## src/design/cyclic_voltammetry_sequencer_top_assert.svh

```systemverilog
// ----------------------------------------------------------------------------
// Assertion macros for the cyclic voltammetry sequencer
// Implication and next-cycle implication checks, clocked on clk and
// disabled while rst_n is low.
// ----------------------------------------------------------------------------
`ifndef CYCLIC_VOLTAMMETRY_SEQUENCER_TOP_ASSERT_SVH
`define CYCLIC_VOLTAMMETRY_SEQUENCER_TOP_ASSERT_SVH

// Consequent must hold in the same cycle as the antecedent.
`define CVS_ASSERT_SAME(label, ante, cons, msg) \
    label: assert property (@(posedge clk) disable iff (!rst_n) (ante) |-> (cons)) \
        else $error(msg);

// Consequent must hold in the cycle after the antecedent.
`define CVS_ASSERT_NEXT(label, ante, cons, msg) \
    label: assert property (@(posedge clk) disable iff (!rst_n) (ante) |=> (cons)) \
        else $error(msg);

`endif

```

## src/design/cvs_pkg.sv

```systemverilog
// ----------------------------------------------------------------------------
// Cyclic voltammetry sequencer package
// Codes, field widths and register reset values shared by the design.
// ----------------------------------------------------------------------------
package cvs_pkg;

    localparam int CURRENT_BITS_DEF = 24;
    localparam int POT_BITS         = 15;
    localparam int CELL_BITS        = 16;
    localparam int STEP_TIME_BITS   = 16;
    localparam int WAIT_BITS        = 20;
    localparam int CYCLE_BITS       = 8;
    localparam int CFG_INDEX_BITS   = 3;
    localparam int CFG_DATA_BITS    = 20;
    // Candidate potentials and their distance to a vertex need this headroom
    localparam int WIDE_BITS        = 18;

    // +-1000 mV in 0.1 mV units
    localparam logic signed [POT_BITS-1:0] POT_LIMIT     = 15'sd10000;
    localparam logic signed [POT_BITS-1:0] POT_LIMIT_NEG = -15'sd10000;

    localparam logic signed [POT_BITS-1:0]  BEGIN_RST      = 15'sd0;
    localparam logic signed [POT_BITS-1:0]  VERTEX_ONE_RST = 15'sd5000;
    localparam logic signed [POT_BITS-1:0]  VERTEX_TWO_RST = -15'sd5000;
    localparam logic [POT_BITS-1:0]         STEP_SIZE_RST  = 15'd10;
    localparam logic [STEP_TIME_BITS-1:0]   STEP_TIME_RST  = 16'd10;
    localparam logic [WAIT_BITS-1:0]        EQUIL_RST      = 20'd0;
    localparam logic [CYCLE_BITS-1:0]       CYCLE_RST      = 8'd1;

    typedef enum logic [2:0] {
        PH_IDLE  = 3'd0,
        PH_EQUIL = 3'd1,
        PH_SWEEP = 3'd2,
        PH_DONE  = 3'd3,
        PH_ABORT = 3'd4
    } phase_t;

    typedef enum logic [1:0] {
        MODE_START = 2'd0,
        MODE_TICK  = 2'd1,
        MODE_ABORT = 2'd2,
        MODE_NOP   = 2'd3
    } mode_t;

    typedef enum logic [1:0] {
        ERR_NONE   = 2'd0,
        ERR_RANGE  = 2'd1,
        ERR_STEP   = 2'd2,
        ERR_CYCLES = 2'd3
    } err_t;

    typedef enum logic [CFG_INDEX_BITS-1:0] {
        REG_BEGIN      = 3'd0,
        REG_VERTEX_ONE = 3'd1,
        REG_VERTEX_TWO = 3'd2,
        REG_STEP_SIZE  = 3'd3,
        REG_STEP_TIME  = 3'd4,
        REG_EQUIL      = 3'd5,
        REG_CYCLES     = 3'd6,
        REG_NONE       = 3'd7
    } reg_index_t;

    typedef enum logic [1:0] {
        SEG_RISE   = 2'd0,
        SEG_CROSS  = 2'd1,
        SEG_RETURN = 2'd2,
        SEG_UNUSED = 2'd3
    } seg_t;

endpackage

```

## src/design/cyclic_voltammetry_sequencer_top.sv

```systemverilog
// ----------------------------------------------------------------------------
// Cyclic voltammetry sequencer
// Staircase waveform sequencer: start check, equilibration, swept cycles
// and per-step sampling, one result beat for every input beat.
// ----------------------------------------------------------------------------
// Every input beat (start, millisecond tick, abort or no-op) yields exactly one
// result beat. A new beat is taken every cycle; a beat is held in the input
// register and then in the result register, so the throughput is one beat per
// cycle, held back only by out_stall. The per-step work is one compare-and-add
// per segment, evaluated for up to four segments in parallel so that empty
// segments and exhausted cycles are skipped within the same beat. Configuration
// is taken on the cfg channel whenever no beat sits in the input register; write
// it only while the sequencer is not running. Points are recorded on tick
// beats only.
module cyclic_voltammetry_sequencer_top #(
    parameter int CURRENT_BITS = cvs_pkg::CURRENT_BITS_DEF
) (
    input  logic                                   clk,
    input  logic                                   rst_n,

    input  logic                                   in_valid,
    output logic                                   in_stall,
    input  logic [1:0]                             mode,
    input  logic signed [CURRENT_BITS-1:0]         current_sample,
    input  logic signed [cvs_pkg::CELL_BITS-1:0]   cell_sample,

    output logic                                   out_valid,
    input  logic                                   out_stall,
    output logic                                   point_valid,
    output logic signed [cvs_pkg::POT_BITS-1:0]    point_potential,
    output logic signed [CURRENT_BITS-1:0]         point_current,
    output logic signed [cvs_pkg::CELL_BITS-1:0]   point_cell_voltage,
    output logic signed [cvs_pkg::POT_BITS-1:0]    setpoint,
    output logic [2:0]                             phase,
    output logic [1:0]                             error_code,

    input  logic                                   cfg_valid,
    output logic                                   cfg_ready,
    input  logic [cvs_pkg::CFG_INDEX_BITS-1:0]     cfg_index,
    input  logic [cvs_pkg::CFG_DATA_BITS-1:0]      cfg_data
);

    localparam int PB = cvs_pkg::POT_BITS;
    localparam int WB = cvs_pkg::WIDE_BITS;

    // Configuration registers
    logic signed [PB-1:0]                       begin_reg;
    logic signed [PB-1:0]                       vertex_one_reg;
    logic signed [PB-1:0]                       vertex_two_reg;
    logic [PB-1:0]                              step_size_reg;
    logic [cvs_pkg::STEP_TIME_BITS-1:0]         step_time_reg;
    logic [cvs_pkg::WAIT_BITS-1:0]              equil_reg;
    logic [cvs_pkg::CYCLE_BITS-1:0]             cycles_cfg_reg;

    // Input register
    logic                                       s1_valid_reg;
    cvs_pkg::mode_t                             s1_mode_reg;
    logic signed [CURRENT_BITS-1:0]             s1_current_reg;
    logic signed [cvs_pkg::CELL_BITS-1:0]       s1_cell_reg;

    // Sequencer state
    cvs_pkg::phase_t                            phase_reg;
    cvs_pkg::phase_t                            phase_next;
    logic signed [PB-1:0]                       drive_reg;
    logic signed [PB-1:0]                       drive_next;
    logic [1:0]                                 seg_reg;
    logic [1:0]                                 seg_next;
    logic [cvs_pkg::CYCLE_BITS-1:0]             cycles_left_reg;
    logic [cvs_pkg::CYCLE_BITS-1:0]             cycles_left_next;
    logic [cvs_pkg::WAIT_BITS-1:0]              wait_reg;
    logic [cvs_pkg::WAIT_BITS-1:0]              wait_next;

    // Result register
    logic                                       out_valid_reg;
    logic                                       out_point_valid_reg;
    logic signed [PB-1:0]                       out_point_pot_reg;
    logic signed [CURRENT_BITS-1:0]             out_point_cur_reg;
    logic signed [cvs_pkg::CELL_BITS-1:0]       out_point_cell_reg;
    logic signed [PB-1:0]                       out_setpoint_reg;
    cvs_pkg::phase_t                            out_phase_reg;
    cvs_pkg::err_t                              out_err_reg;

    logic                                       pipe_move;
    logic                                       do_step;
    logic                                       running;
    logic [cvs_pkg::WAIT_BITS-1:0]              wait_dec;
    logic                                       sample_hit;
    cvs_pkg::err_t                              chk_err;
    logic [cvs_pkg::WAIT_BITS-1:0]              step_load;
    logic [cvs_pkg::WAIT_BITS-1:0]              equil_load;

    // Result payload computed from the input register
    logic                                       res_point_valid;
    logic signed [PB-1:0]                       res_point_pot;
    logic signed [CURRENT_BITS-1:0]             res_point_cur;
    logic signed [cvs_pkg::CELL_BITS-1:0]       res_point_cell;
    cvs_pkg::err_t                              res_err;

    // Segment lookahead
    logic [1:0]                                 seg_start;
    logic [1:0]                                 adv_seg;
    logic [cvs_pkg::CYCLE_BITS-1:0]             adv_cyc;
    logic                                       adv_found;
    logic                                       adv_end;
    logic signed [PB-1:0]                       adv_drive;
    logic                                       adv_hit;
    logic signed [WB-1:0]                       adv_cand;
    logic signed [WB-1:0]                       step_ext;
    logic signed [PB-1:0]                       seg_a [3];
    logic signed [PB-1:0]                       seg_b [3];
    logic signed [WB-1:0]                       first_cand [3];
    logic [2:0]                                 first_hit;
    logic signed [WB-1:0]                       cont_cand;
    logic                                       cont_hit;

    // Next level one step from 'from' toward b
    function automatic logic signed [WB-1:0] step_level(
        input logic signed [PB-1:0] a,
        input logic signed [PB-1:0] b,
        input logic signed [WB-1:0] from,
        input logic signed [WB-1:0] stp
    );
        return (b >= a) ? from + stp : from - stp;
    endfunction

    // Candidate has not passed the segment end
    function automatic logic step_fits(
        input logic signed [PB-1:0] a,
        input logic signed [PB-1:0] b,
        input logic signed [WB-1:0] cand
    );
        logic signed [WB-1:0] diff;
        diff = WB'(b) - cand;
        return (b >= a) ? !diff[WB-1] : (diff[WB-1] || diff == '0);
    endfunction

    // ------------------------------------------------------------------
    // Handshakes
    // ------------------------------------------------------------------
    assign pipe_move = !out_valid_reg || !out_stall;
    assign in_stall  = s1_valid_reg && !pipe_move;
    assign do_step   = s1_valid_reg && pipe_move;
    assign cfg_ready = !s1_valid_reg;

    // ------------------------------------------------------------------
    // Configuration registers
    // ------------------------------------------------------------------
    always_ff @(posedge clk or negedge rst_n)
    begin
        if (!rst_n)
        begin
            begin_reg      <= cvs_pkg::BEGIN_RST;
            vertex_one_reg <= cvs_pkg::VERTEX_ONE_RST;
            vertex_two_reg <= cvs_pkg::VERTEX_TWO_RST;
            step_size_reg  <= cvs_pkg::STEP_SIZE_RST;
            step_time_reg  <= cvs_pkg::STEP_TIME_RST;
            equil_reg      <= cvs_pkg::EQUIL_RST;
            cycles_cfg_reg <= cvs_pkg::CYCLE_RST;
        end
        else if (cfg_valid && cfg_ready)
        begin
            case (cvs_pkg::reg_index_t'(cfg_index))
                cvs_pkg::REG_BEGIN:      begin_reg      <= cfg_data[PB-1:0];
                cvs_pkg::REG_VERTEX_ONE: vertex_one_reg <= cfg_data[PB-1:0];
                cvs_pkg::REG_VERTEX_TWO: vertex_two_reg <= cfg_data[PB-1:0];
                cvs_pkg::REG_STEP_SIZE:  step_size_reg  <= cfg_data[PB-1:0];
                cvs_pkg::REG_STEP_TIME:
                    step_time_reg <= cfg_data[cvs_pkg::STEP_TIME_BITS-1:0];
                cvs_pkg::REG_EQUIL:
                    equil_reg <= cfg_data[cvs_pkg::WAIT_BITS-1:0];
                cvs_pkg::REG_CYCLES:
                    cycles_cfg_reg <= cfg_data[cvs_pkg::CYCLE_BITS-1:0];
                default: ;
            endcase
        end
    end

    // ------------------------------------------------------------------
    // Input register
    // ------------------------------------------------------------------
    always_ff @(posedge clk or negedge rst_n)
    begin
        if (!rst_n)
        begin
            s1_valid_reg <= 1'b0;
        end
        else if (!in_stall)
        begin
            s1_valid_reg <= in_valid;
        end
    end

    always_ff @(posedge clk)
    begin
        if (in_valid && !in_stall)
        begin
            s1_mode_reg    <= cvs_pkg::mode_t'(mode);
            s1_current_reg <= current_sample;
            s1_cell_reg    <= cell_sample;
        end
    end

    // ------------------------------------------------------------------
    // Shared decode
    // ------------------------------------------------------------------
    assign running   = (phase_reg == cvs_pkg::PH_EQUIL) || (phase_reg == cvs_pkg::PH_SWEEP);
    assign wait_dec  = (wait_reg == '0) ? wait_reg : wait_reg - 1'b1;
    assign sample_hit = (s1_mode_reg == cvs_pkg::MODE_TICK) && running && (wait_dec == '0);

    // A zero wait behaves as one tick
    assign step_load  = (step_time_reg == '0) ? cvs_pkg::WAIT_BITS'(1)
                                              : cvs_pkg::WAIT_BITS'(step_time_reg);
    assign equil_load = (equil_reg == '0) ? cvs_pkg::WAIT_BITS'(1) : equil_reg;

    always_comb
    begin
        chk_err = cvs_pkg::ERR_NONE;
        if (begin_reg < cvs_pkg::POT_LIMIT_NEG || begin_reg > cvs_pkg::POT_LIMIT ||
            vertex_one_reg < cvs_pkg::POT_LIMIT_NEG || vertex_one_reg > cvs_pkg::POT_LIMIT ||
            vertex_two_reg < cvs_pkg::POT_LIMIT_NEG || vertex_two_reg > cvs_pkg::POT_LIMIT)
        begin
            chk_err = cvs_pkg::ERR_RANGE;
        end
        else if (step_size_reg == '0)
        begin
            chk_err = cvs_pkg::ERR_STEP;
        end
        else if (cycles_cfg_reg == '0)
        begin
            chk_err = cvs_pkg::ERR_CYCLES;
        end
    end

    // ------------------------------------------------------------------
    // Segment lookahead: find the next step after the point just taken,
    // skipping empty segments and counting down cycles on each wrap.
    // ------------------------------------------------------------------
    assign seg_start = (phase_reg == cvs_pkg::PH_EQUIL || seg_reg == 2'(cvs_pkg::SEG_UNUSED))
                       ? 2'(cvs_pkg::SEG_RISE) : seg_reg;
    assign step_ext  = signed'({{(WB-PB){1'b0}}, step_size_reg});

    assign seg_a[cvs_pkg::SEG_RISE]   = begin_reg;
    assign seg_b[cvs_pkg::SEG_RISE]   = vertex_one_reg;
    assign seg_a[cvs_pkg::SEG_CROSS]  = vertex_one_reg;
    assign seg_b[cvs_pkg::SEG_CROSS]  = vertex_two_reg;
    assign seg_a[cvs_pkg::SEG_RETURN] = vertex_two_reg;
    assign seg_b[cvs_pkg::SEG_RETURN] = begin_reg;

    // First step of each segment from its start, all segments side by side
    always_comb
    begin
        for (int k = 0; k < 3; k++)
        begin
            first_cand[k] = step_level(seg_a[k], seg_b[k], WB'(seg_a[k]), step_ext);
            first_hit[k]  = (step_size_reg != '0) &&
                            step_fits(seg_a[k], seg_b[k], first_cand[k]);
        end
    end

    // Only the segment in progress continues from the drive level
    assign cont_cand = step_level(seg_a[seg_start], seg_b[seg_start], WB'(drive_reg), step_ext);
    assign cont_hit  = (step_size_reg != '0) &&
                       step_fits(seg_a[seg_start], seg_b[seg_start], cont_cand);

    always_comb
    begin
        adv_seg   = seg_start;
        adv_cyc   = cycles_left_reg;
        adv_found = 1'b0;
        adv_end   = 1'b0;
        adv_drive = drive_reg;
        adv_hit   = 1'b0;
        adv_cand  = '0;
        for (int i = 0; i < 4; i++)
        begin
            if (!adv_found && !adv_end)
            begin
                adv_hit  = (i == 0) ? cont_hit : first_hit[adv_seg];
                adv_cand = (i == 0) ? cont_cand : first_cand[adv_seg];
                if (adv_hit)
                begin
                    adv_found = 1'b1;
                    adv_drive = adv_cand[PB-1:0];
                end
                else if (adv_seg == 2'(cvs_pkg::SEG_RETURN))
                begin
                    adv_seg = 2'(cvs_pkg::SEG_RISE);
                    if (adv_cyc <= cvs_pkg::CYCLE_BITS'(1))
                    begin
                        adv_cyc = '0;
                        adv_end = 1'b1;
                    end
                    else
                    begin
                        adv_cyc = adv_cyc - 1'b1;
                    end
                end
                else
                begin
                    adv_seg = adv_seg + 1'b1;
                end
            end
        end
        // A whole cycle without a step leaves every remaining cycle empty
        if (!adv_found && !adv_end)
        begin
            adv_end = 1'b1;
            adv_cyc = '0;
        end
    end

    // ------------------------------------------------------------------
    // Next state
    // ------------------------------------------------------------------
    always_comb
    begin
        phase_next       = phase_reg;
        drive_next       = drive_reg;
        seg_next         = seg_reg;
        cycles_left_next = cycles_left_reg;
        wait_next        = wait_reg;
        case (s1_mode_reg)
            cvs_pkg::MODE_START:
            begin
                if (chk_err != cvs_pkg::ERR_NONE)
                begin
                    phase_next = cvs_pkg::PH_IDLE;
                end
                else
                begin
                    phase_next       = cvs_pkg::PH_EQUIL;
                    drive_next       = begin_reg;
                    seg_next         = 2'(cvs_pkg::SEG_RISE);
                    cycles_left_next = cycles_cfg_reg;
                    wait_next        = equil_load;
                end
            end
            cvs_pkg::MODE_TICK:
            begin
                if (running)
                begin
                    wait_next = wait_dec;
                    if (sample_hit)
                    begin
                        cycles_left_next = adv_cyc;
                        if (adv_found)
                        begin
                            phase_next = cvs_pkg::PH_SWEEP;
                            drive_next = adv_drive;
                            seg_next   = adv_seg;
                            wait_next  = step_load;
                        end
                        else
                        begin
                            phase_next = cvs_pkg::PH_DONE;
                            seg_next   = seg_start;
                        end
                    end
                end
            end
            cvs_pkg::MODE_ABORT:
            begin
                if (running)
                begin
                    phase_next = cvs_pkg::PH_ABORT;
                end
            end
            default: ;
        endcase
    end

    // ------------------------------------------------------------------
    // Result payload
    // ------------------------------------------------------------------
    always_comb
    begin
        res_point_valid = sample_hit;
        res_point_pot   = '0;
        res_point_cur   = '0;
        res_point_cell  = '0;
        res_err         = cvs_pkg::ERR_NONE;
        if (sample_hit)
        begin
            res_point_pot  = drive_reg;
            res_point_cur  = s1_current_reg;
            res_point_cell = s1_cell_reg;
        end
        if (s1_mode_reg == cvs_pkg::MODE_START)
        begin
            res_err = chk_err;
        end
    end

    // ------------------------------------------------------------------
    // State and result registers
    // ------------------------------------------------------------------
    always_ff @(posedge clk or negedge rst_n)
    begin
        if (!rst_n)
        begin
            phase_reg       <= cvs_pkg::PH_IDLE;
            drive_reg       <= '0;
            seg_reg         <= '0;
            cycles_left_reg <= '0;
            wait_reg        <= '0;
        end
        else if (do_step)
        begin
            phase_reg       <= phase_next;
            drive_reg       <= drive_next;
            seg_reg         <= seg_next;
            cycles_left_reg <= cycles_left_next;
            wait_reg        <= wait_next;
        end
    end

    always_ff @(posedge clk or negedge rst_n)
    begin
        if (!rst_n)
        begin
            out_valid_reg <= 1'b0;
        end
        else if (pipe_move)
        begin
            out_valid_reg <= s1_valid_reg;
        end
    end

    always_ff @(posedge clk)
    begin
        if (do_step)
        begin
            out_point_valid_reg <= res_point_valid;
            out_point_pot_reg   <= res_point_pot;
            out_point_cur_reg   <= res_point_cur;
            out_point_cell_reg  <= res_point_cell;
            out_setpoint_reg    <= drive_next;
            out_phase_reg       <= phase_next;
            out_err_reg         <= res_err;
        end
    end

    assign out_valid          = out_valid_reg;
    assign point_valid        = out_point_valid_reg;
    assign point_potential    = out_point_pot_reg;
    assign point_current      = out_point_cur_reg;
    assign point_cell_voltage = out_point_cell_reg;
    assign setpoint           = out_setpoint_reg;
    assign phase              = out_phase_reg;
    assign error_code         = out_err_reg;

    // ------------------------------------------------------------------
    // Assertions
    // ------------------------------------------------------------------
`include "cyclic_voltammetry_sequencer_top_assert.svh"

    `CVS_ASSERT_SAME(a_point_phase, out_valid_reg && out_point_valid_reg, (out_phase_reg == cvs_pkg::PH_SWEEP) || (out_phase_reg == cvs_pkg::PH_DONE), "point recorded outside a sweep")
    `CVS_ASSERT_SAME(a_err_idle, out_valid_reg && (out_err_reg != cvs_pkg::ERR_NONE), out_phase_reg == cvs_pkg::PH_IDLE, "start error did not stop the run")
    `CVS_ASSERT_NEXT(a_stall_hold, out_valid_reg && out_stall, $stable(phase_reg) && $stable(drive_reg) && $stable(wait_reg), "state moved while result stalled")
    `CVS_ASSERT_SAME(a_done_cycles, phase_reg == cvs_pkg::PH_DONE, cycles_left_reg == '0, "done with cycles left")
    `CVS_ASSERT_SAME(a_run_wait, running, wait_reg != '0, "running with empty wait counter")

endmodule

```

## config.mk

```make
export PLATFORM = sky130hd
export DESIGN_NAME = cyclic_voltammetry_sequencer_top
export DESIGN_NICKNAME = d
export VERILOG_FILES = /design/src/design/cvs_pkg.sv /design/src/design/cyclic_voltammetry_sequencer_top.sv
export VERILOG_INCLUDE_DIRS = /design/src /design/src/design
export SDC_FILE = /design/constraint.sdc
export NUM_CORES = 1
export LEC_CHECK = 0
export BUFFER_PORTS_ARGS = -buffer_cell sky130_fd_sc_hd__buf_4
export CAP_MARGIN = 20
export CORE_MARGIN = 1
export CORE_UTILIZATION = 55
export DETAILED_ROUTE_END_ITERATION = 7
export PLACE_DENSITY = 0.86
export SLEW_MARGIN = 10
export SYNTH_ARGS = -nofsm -noshare
export SYNTH_HDL_FRONTEND = slang
export SYNTH_SLANG_ARGS = --single-unit
```

## constraint.sdc

```tcl
create_clock -name clk -period 12.7 [get_ports clk]
set_input_delay 1.27 -clock clk [delete_from_list [all_inputs] [get_ports clk]]
set_output_delay 1.27 -clock clk [all_outputs]
set_load 0.02 [all_outputs]
```

==> results of run 1 <==
==> cells in the mapped netlist (12+ instances only) <==
cell | count | area, um2
sky130_fd_sc_hd__nand2_1 | 269 | 1010
sky130_fd_sc_hd__nor2_1 | 228 | 856
sky130_fd_sc_hd__a21oi_1 | 221 | 1110
sky130_fd_sc_hd__ha_1 | 195 | 2440
sky130_fd_sc_hd__o21ai_0 | 195 | 976
sky130_fd_sc_hd__inv_1 | 171 | 642
sky130_fd_sc_hd__dfrtp_1 | 136 | 3400
sky130_fd_sc_hd__edfxtp_1 | 118 | 3540
sky130_fd_sc_hd__xnor2_1 | 100 | 876
sky130_fd_sc_hd__mux2_2 | 95 | 1070
sky130_fd_sc_hd__clkbuf_1 | 90 | 338
sky130_fd_sc_hd__and2_1 | 67 | 419
sky130_fd_sc_hd__nand3_1 | 55 | 275
sky130_fd_sc_hd__xor2_1 | 55 | 482
sky130_fd_sc_hd__mux2i_1 | 52 | 521
sky130_fd_sc_hd__nor3_1 | 50 | 250
sky130_fd_sc_hd__o21ai_1 | 43 | 215
sky130_fd_sc_hd__a31oi_1 | 42 | 263
sky130_fd_sc_hd__a21o_1 | 40 | 300
sky130_fd_sc_hd__nor4_1 | 37 | 231
sky130_fd_sc_hd__o22ai_1 | 35 | 219
sky130_fd_sc_hd__o211ai_1 | 29 | 218
sky130_fd_sc_hd__nand2b_1 | 28 | 175
sky130_fd_sc_hd__a211oi_1 | 26 | 195
sky130_fd_sc_hd__nand4_1 | 26 | 163
sky130_fd_sc_hd__nor2b_1 | 24 | 150
sky130_fd_sc_hd__o21bai_1 | 23 | 173
sky130_fd_sc_hd__or3_1 | 22 | 138
sky130_fd_sc_hd__o31ai_1 | 21 | 158
sky130_fd_sc_hd__dfstp_2 | 18 | 473
sky130_fd_sc_hd__o221ai_1 | 18 | 158
sky130_fd_sc_hd__o21a_1 | 17 | 128
sky130_fd_sc_hd__buf_2 | 15 | 75.1
sky130_fd_sc_hd__a21boi_0 | 12 | 90.1
sky130_fd_sc_hd__a22oi_1 | 12 | 90.1
==> final cells by class <==
class / instances / share of cell area, %
well taps: 585 / 2.65
clock inverters: 12 / 0.531
inverters: 173 / 2.36
repair buffers: 250 / 6.98
flip-flops and latches: 272 / 26.9
multi-input cells: 2276 / 57.6
diodes: 2 / 0.0181
clock buffers: 40 / 2.94
==> metal layers <==
| layer | track usage (%) | part of all wire (%) | vias to the layer above |
|---|---|---|---|
| met3 | 11.8 | 14 | 370 |
| met2 | 60.2 | 42 | 1808 |
| met4 | 20.3 | 5.8 | 2 |
| met1 | 55.8 | 38 | 11800 |
| li1 | - | - | 10800 |
| met5 | 0 | 0.014 | - |
==> cell families (layout without fill, tap and decap cells) <==
logic type / after synthesis / in the layout / share of synthesized area [%]
buf+inv: 299 / 475 / 4.95
compound gates: 873 / 873 / 23.3
mux: 153 / 153 / 6.87
other cells: 0 / 2 / 0
xor+xnor: 158 / 158 / 5.86
fa+ha+maj: 204 / 204 / 10.7
flops: 272 / 272 / 30.5
simple gates: 887 / 888 / 17.9
==> what timing repair did <==
action | CTS | global route
resized for setup | 0 | 24
buffers inserted | 0 | 4
setup endpoints to repair | 0 | 58
==> per-stage QoR <==
step	TNS (ns)	std cells	instance area [um2]
final	0	3610	27600
after detailed placement	0	3548	26400
after CTS	0	3600	27400
after global placement	0	3548	26400
after global routing	-0.0418	3609	27600
after floorplan	0	2846	24400
==> worst max-delay path, delay by kind of cell, from the launching register on <==
kind	cells	cell delay, ns
AND/OR/NAND/NOR	18	3.78
AO/OA/AOI/OAI	30	5.20
adder cells (fa/ha/maj)	5	1.30
buffers and inverters	4	0.66
multiplexers	1	0.27
XOR/XNOR	1	0.17
flip-flops	1	0.47
==> how the worst min path moves through the flow <==
stage                       startpoint                 to  slack (ns)
global route        s1_current_reg[17]  point_current[17]        0.53
global placement          equil_reg[0]       equil_reg[0]        0.49
floorplan                 equil_reg[0]       equil_reg[0]        0.48
detailed placement        equil_reg[0]       equil_reg[0]        0.50
CTS                       equil_reg[0]       equil_reg[0]        0.51
finish                    equil_reg[0]       equil_reg[0]        0.52
==> flow_results.org, run 1 <==
** Run status
- Outcome :: completed

** Timing
- Setup violators final :: 0
- The hold violation count in the final report was 0.
- Slew Limit Headroom :: 30.7%
- Worst-Margin Slew :: 1.04 ns
- Worst setup margin :: 0.629 ns
- The number of max-slew violations in the final report came to 0.
- The worst path in the final design needs a cycle of 12.07 ns, including I/O delays and setup.
- The tightest hold path in the finished design has a slack of 0.515 ns.
- Dividing the final minimum period by the clock period gives 95.0%.
- For this run, the top clock speed supported by timing is 82.8 MHz.
- Between clock sinks in the finished design, the worst skew comes to 0.0238 ns.

** Clocking
- Total clock sinks :: 272
- Clock-pin slew was measured on the worst setup and hold paths at 0.07 ns.
- In this run the number of H-tree levels came out at 1.
- The tree is rooted in a sky130_fd_sc_hd__clkbuf_16.
- TritonCTS built the clock tree.
- Total CTS buffers :: 28
- Cts hold-fix bufs :: 0
- Clock latency on the worst-skew pair :: 0.58 ns
- Max clock buf depth :: 3

** Yosys
- The synthesized design contains 272 register bits.
- Post-synth EDFFs :: 118
- Synthesized area per cell :: 8.56 um2
- Synthesis produced 2846 cells.
- Share of the yosys chip area belonging to registers :: 30.5%
- The number of nets in the synthesized netlist is 3119.
- Yosys printed 0 warnings.
- Number of distinct standard cells referenced by the synthesized netlist :: 124
- Most instantiated flip-flop cell in the synthesis netlist :: sky130_fd_sc_hd__dfrtp_1
- In the synthesized netlist the async set-or-reset flop fraction comes to 56.6%.
- Netlist area before placement :: 24400 um2

** Placement
- Count of port buffers added during placement :: 148
- Routability-driven placement finished with a final weighted congestion of 1.13.
- Worst slack, placed :: 0.290 ns
- Once detailed placement completed, the half-perimeter wirelength came to 72600 um.

** Global routing
- Largest net degree at the start of global routing :: 87
- Combined global-route utilization of all metal layers :: 41.3%
- The first global-routing pass estimated 139000 um of wire.
- Summed over all layers, the global routing overflow is 0.
- Number of antenna violations at the first check in global routing :: 5
- Vias in the first global route :: 22700

** Final layout
- The sequential cells in the finished layout cover a total of 7420 um2.
- In the final layout, the multi-input gates occupy 15900 um2.
- Compared with the post-synthesis result, the final layout area differs by 13.2%.
- Layout cell share with drive strength beyond 1 :: 16.1%
- After filler insertion, the fill cell instance count of the layout stands at 3656.
- The library cell used most frequently in the layout, excluding fill and tap cells, is sky130_fd_sc_hd__nand2_1.
- In the layout the commonest cells are sky130_fd_sc_hd__nand2_1, sky130_fd_sc_hd__buf_4, sky130_fd_sc_hd__nor2_1.
- The net count of the finished layout is 3274.
- Measured on the finished design, the core utilization comes to 63.6%.

** Die
- The die is 212 um tall.
- After floorplanning, the core was divided into 76 placement rows.
- Die outline area :: 45100 um2
- Area of the core :: 43400 um2
- Top-level port count :: 149
- Initial standard-cell utilization of the core :: 56.2%
- The die is 212 um wide.

** Critical path
- In this run the critical register-to-register path is launched from phase_reg[2].
- Worst R2R Path Depth :: 59
- Counting stages on the worst path, the most repeated cell is sky130_fd_sc_hd__a21oi_1.
- The critical path in this run is classified as flip-flop to flip-flop.
- Critical Path Sink :: setpoint[1]
- Worst Setup Start Kind :: flip-flop
- The worst register-to-register path has a setup slack of 0.63 ns.
- CP Data Arrival Time :: 12.41 ns
- Crit Path Max Fanout :: 20
- CP peak stage delay :: 0.49 ns
- Endpoint class of the critical path :: flip-flop
- Data on the critical path is required at its endpoint by 13.03 ns.
- Library cell contributing the largest single delay on the critical path :: sky130_fd_sc_hd__or3b_4
- In this run the worst setup path begins at phase_reg[2].
- The endpoint identified for the worst register-to-register timing path is setpoint[1].

** Drt
- DR WL/cell :: 26.6 um
- Count of antenna-violating nets left after detailed routing :: 0
- Number of optimization iterations in the first detailed-route pass :: 7
- Via/cell ratio :: 6.86
- Routed via count :: 24800
- In this run, the number of DRC markers left after iteration 0 of detailed routing was 3384.
- After detailed routing, the number of remaining DRC violations is 0.
- Final Routed Wirelength :: 95900 um

** Min path
- Along the worst hold path, the cell count comes to 1.
- Type of the tightest min-delay check :: flip-flop to flip-flop

** Job
- Number of violations of the max-capacitance limit :: 0
Power of run 1 is not shown: default switching activity piles up to over one toggle a cycle in this logic, so the estimate is an artifact.
==> inputs of run 2 (changes only) <==
--- a/config.mk
+++ b/config.mk
@@ -8,10 +8,12 @@
 export LEC_CHECK = 0
 export BUFFER_PORTS_ARGS = -buffer_cell sky130_fd_sc_hd__buf_4
 export CAP_MARGIN = 20
+export CELL_PAD_IN_SITES_DETAIL_PLACEMENT = 0
+export CELL_PAD_IN_SITES_GLOBAL_PLACEMENT = 1
 export CORE_MARGIN = 1
-export CORE_UTILIZATION = 55
+export CORE_UTILIZATION = 44
 export DETAILED_ROUTE_END_ITERATION = 7
-export PLACE_DENSITY = 0.86
+export PLACE_DENSITY = 0.89
 export SLEW_MARGIN = 10
 export SYNTH_ARGS = -nofsm -noshare
 export SYNTH_HDL_FRONTEND = slang
==> run 2 against run 1 <==
Compared with the run above: maximum frequency about the same; first-iteration DRC count decreased by 24%; final area increased by 0.60%; largest cell class unchanged.
==> flow_results.org, run 2 (synthesis results as in run 1) <==
** Critical path
- CP Class :: flip-flop to flip-flop
- Among the stages of the critical path, the cell type that occurs most often is sky130_fd_sc_hd__ha_1.
- Startpoint of the lowest-slack register-to-register path :: phase_reg[1]
- The critical path ends at cycles_left_reg[2].
- Crit Path Max Fanout :: 21
- CP Data Arrival Time :: 12.52 ns
- Worst Path Required :: 13.16 ns
- The number of cells on the worst reg-to-reg path is 55.
- The worst setup path is launched from a flip-flop.
- Library cell contributing the largest single delay on the critical path :: sky130_fd_sc_hd__or3b_4
- On the worst path, the slowest cell contributes a delay of 0.50 ns.
- Worst r2r dst :: cycles_left_reg[2]
- Endpoint class of the critical path :: flip-flop
- CP startpoint :: phase_reg[1]
- Worst reg-to-reg setup slack :: 0.63 ns

** Clocking
- Count of H-tree levels built during CTS :: 1
- In this run, CTS created clock tree buffers numbering 28.
- Cts hold-fix bufs :: 0
- The cell sitting at the root of the clock tree is a sky130_fd_sc_hd__clkbuf_16.
- Counting every sink on the clock net gives 272.
- CTS clock-pin slew for the worst setup and hold paths :: 0.07 ns
- Clock latency on the worst-skew pair :: 0.58 ns
- Counting along the longest clock path gives a buffer depth of 3.
- CTS tree :: built

** Drt
- The routed layout has 24100 vias.
- After detailed routing, the average wire length per cell comes to 26.5 um.
- In the routed design, unresolved DRC markers number 0.
- Once detail routing completed, the nets flagged for antenna violations numbered 0.
- Via/cell ratio :: 6.47
- Final Routed Wirelength :: 98700 um
- In this run, the number of DRC markers left after iteration 0 of detailed routing was 2567.
- Number of optimization iterations in the first detailed-route pass :: 6

** Die
- Die Span X :: 237 um
- Initial standard-cell utilization of the core :: 44.9%
- For this design the top-level I/O count stands at 149.
- Die outline area :: 56300 um2
- Area of the core :: 54200 um2
- After floorplanning, the core was divided into 85 placement rows.
- The floorplan step set the die height to 237 um.

** Timing
- The hold violation count in the final report is 0.
- Across the routed clock network, the largest skew measured is 0.0409 ns.
- Crit share post-route :: 95.0%
- Minimum clock period after layout :: 12.07 ns
- Once routing completed, OpenROAD measured the worst setup slack at 0.634 ns.
- For the pin with the worst max-slew slack, the measured transition is 1.21 ns.
- Timing would allow up to 82.9 MHz.
- The number of max-slew violations in the final report is 0.
- Setup violators final :: 0
- Slew Limit Headroom :: 19.6%

** Final layout
- In the layout the commonest cells are sky130_fd_sc_hd__nand2_1, sky130_fd_sc_hd__buf_4, sky130_fd_sc_hd__nor2_1.
- Final core area utilization :: 51.2%
- Layout Nets :: 3280
- Area occupied by multi-input gates :: 15900 um2
- Fill cells in the final layout number 5001.
- Relative to the synthesized area, the layout overhead comes to 13.9%.
- Of the cells placed in the final design, the portion with a size suffix greater than 1 is 16.4%.
- Leaving out fill and tap cells, the most frequent cell in the layout is sky130_fd_sc_hd__nand2_1.
- Total non-filler cell area in the finished layout :: 27700 um2
- The sequential cells in the finished layout cover a total of 7420 um2.

** Run status
- The flow ran to the end, and the final reports show no timing, DRC or antenna violations.

** Placement
- Worst slack, placed :: 0.142 ns
- During placement, the flow inserted port buffers numbering 148.
- Weighted congestion at the end of routability-driven global placement :: 1.09
- Once detailed placement completed, the half-perimeter wirelength came to 76900 um.
- In this run the cell area measured after placement is 26600 um2.

** Global routing
- Global routing consumed, over all layers together, 33.9% of the routing resources.
- Number of antenna violations at the first check in global routing :: 4
- The first global-routing pass estimated 144000 um of wire.
- Largest net degree at the start of global routing :: 85
- Remaining Overflow, GRT :: 0
- The via count of the first global-routing pass was 22400.

** Job
- Number of violations of the max-capacitance limit :: 0

** Min path
- Type of the tightest min-delay check :: flip-flop to flip-flop
run 2: changes by cell type in the layout (fill, tap and decap cells not counted), moves of 2 or more:
cell,before,now
sky130_fd_sc_hd__nand2_1,267,265
sky130_fd_sc_hd__clkbuf_1,6,4
sky130_fd_sc_hd__clkinvlp_4,0,4
sky130_fd_sc_hd__a21oi_1,219,217
sky130_fd_sc_hd__nand2_2,3,5
sky130_fd_sc_hd__buf_4,245,249
run 2: worst max-delay path, delay by kind of cell (launching register included):
kind / cells / cell delay [ns]
compound gates: 25 / 4.80
simple gates: 17 / 3.34
fa+ha+maj: 6 / 1.74
xor+xnor: 3 / 0.87
buf+inv: 4 / 0.66
flops: 1 / 0.48
run 2: how the worst min path moves through the flow:
stage                       start  depth (start not counted)  slack [ns]                      to
4_1_cts        s1_current_reg[18]                          1        0.52       point_current[18]
6_report       s1_current_reg[18]                          1        0.52       point_current[18]
3_5_place_dp      s1_cell_reg[11]                          1        0.50  point_cell_voltage[11]
5_1_grt        s1_current_reg[18]                          1        0.53       point_current[18]
3_3_place_gp         equil_reg[0]                          1        0.50            equil_reg[0]
2_1_floorplan        equil_reg[0]                          1        0.48            equil_reg[0]
run 2: what timing repair did:
item,in CTS,in global routing
buffers inserted,0,6
endpoints found under the setup margin,0,58
gates resized for setup,0,31
run 2: per-stage QoR:
step | TNS, ns | std cells | hold WS, ns
final | 0 | 3725 | 0.516
after floorplan | 0 | 2846 | 0.481
after detailed placement | 0 | 3665 | 0.503
after CTS | 0 | 3716 | 0.518
after global placement | 0 | 3664 | 0.497
after global routing | -0.0646 | 3724 | 0.530
run 2: area by class of cell:
class                      count  share of cell area, %
multi-input combinational   2276                   57.3
sequential                   272                   26.8
timing repair buffer         256                   7.11
tap                          696                   3.14
clock buffer                  35                   2.73
inverter                     173                   2.36
clock inverter                16                  0.627
antenna                        1                0.00902
run 2: per-layer routing:
metal / up-vias / wire [um] / global-route usage [%]
met5: - / 16 / 0
met3: 215 / 9440 / 5.52
met4: 2 / 4170 / 12.2
met2: 1377 / 42900 / 52.0
met1: 11700 / 42200 / 48.0
li1: 10800 / - / -
Power of run 2 is left out for the same reason.
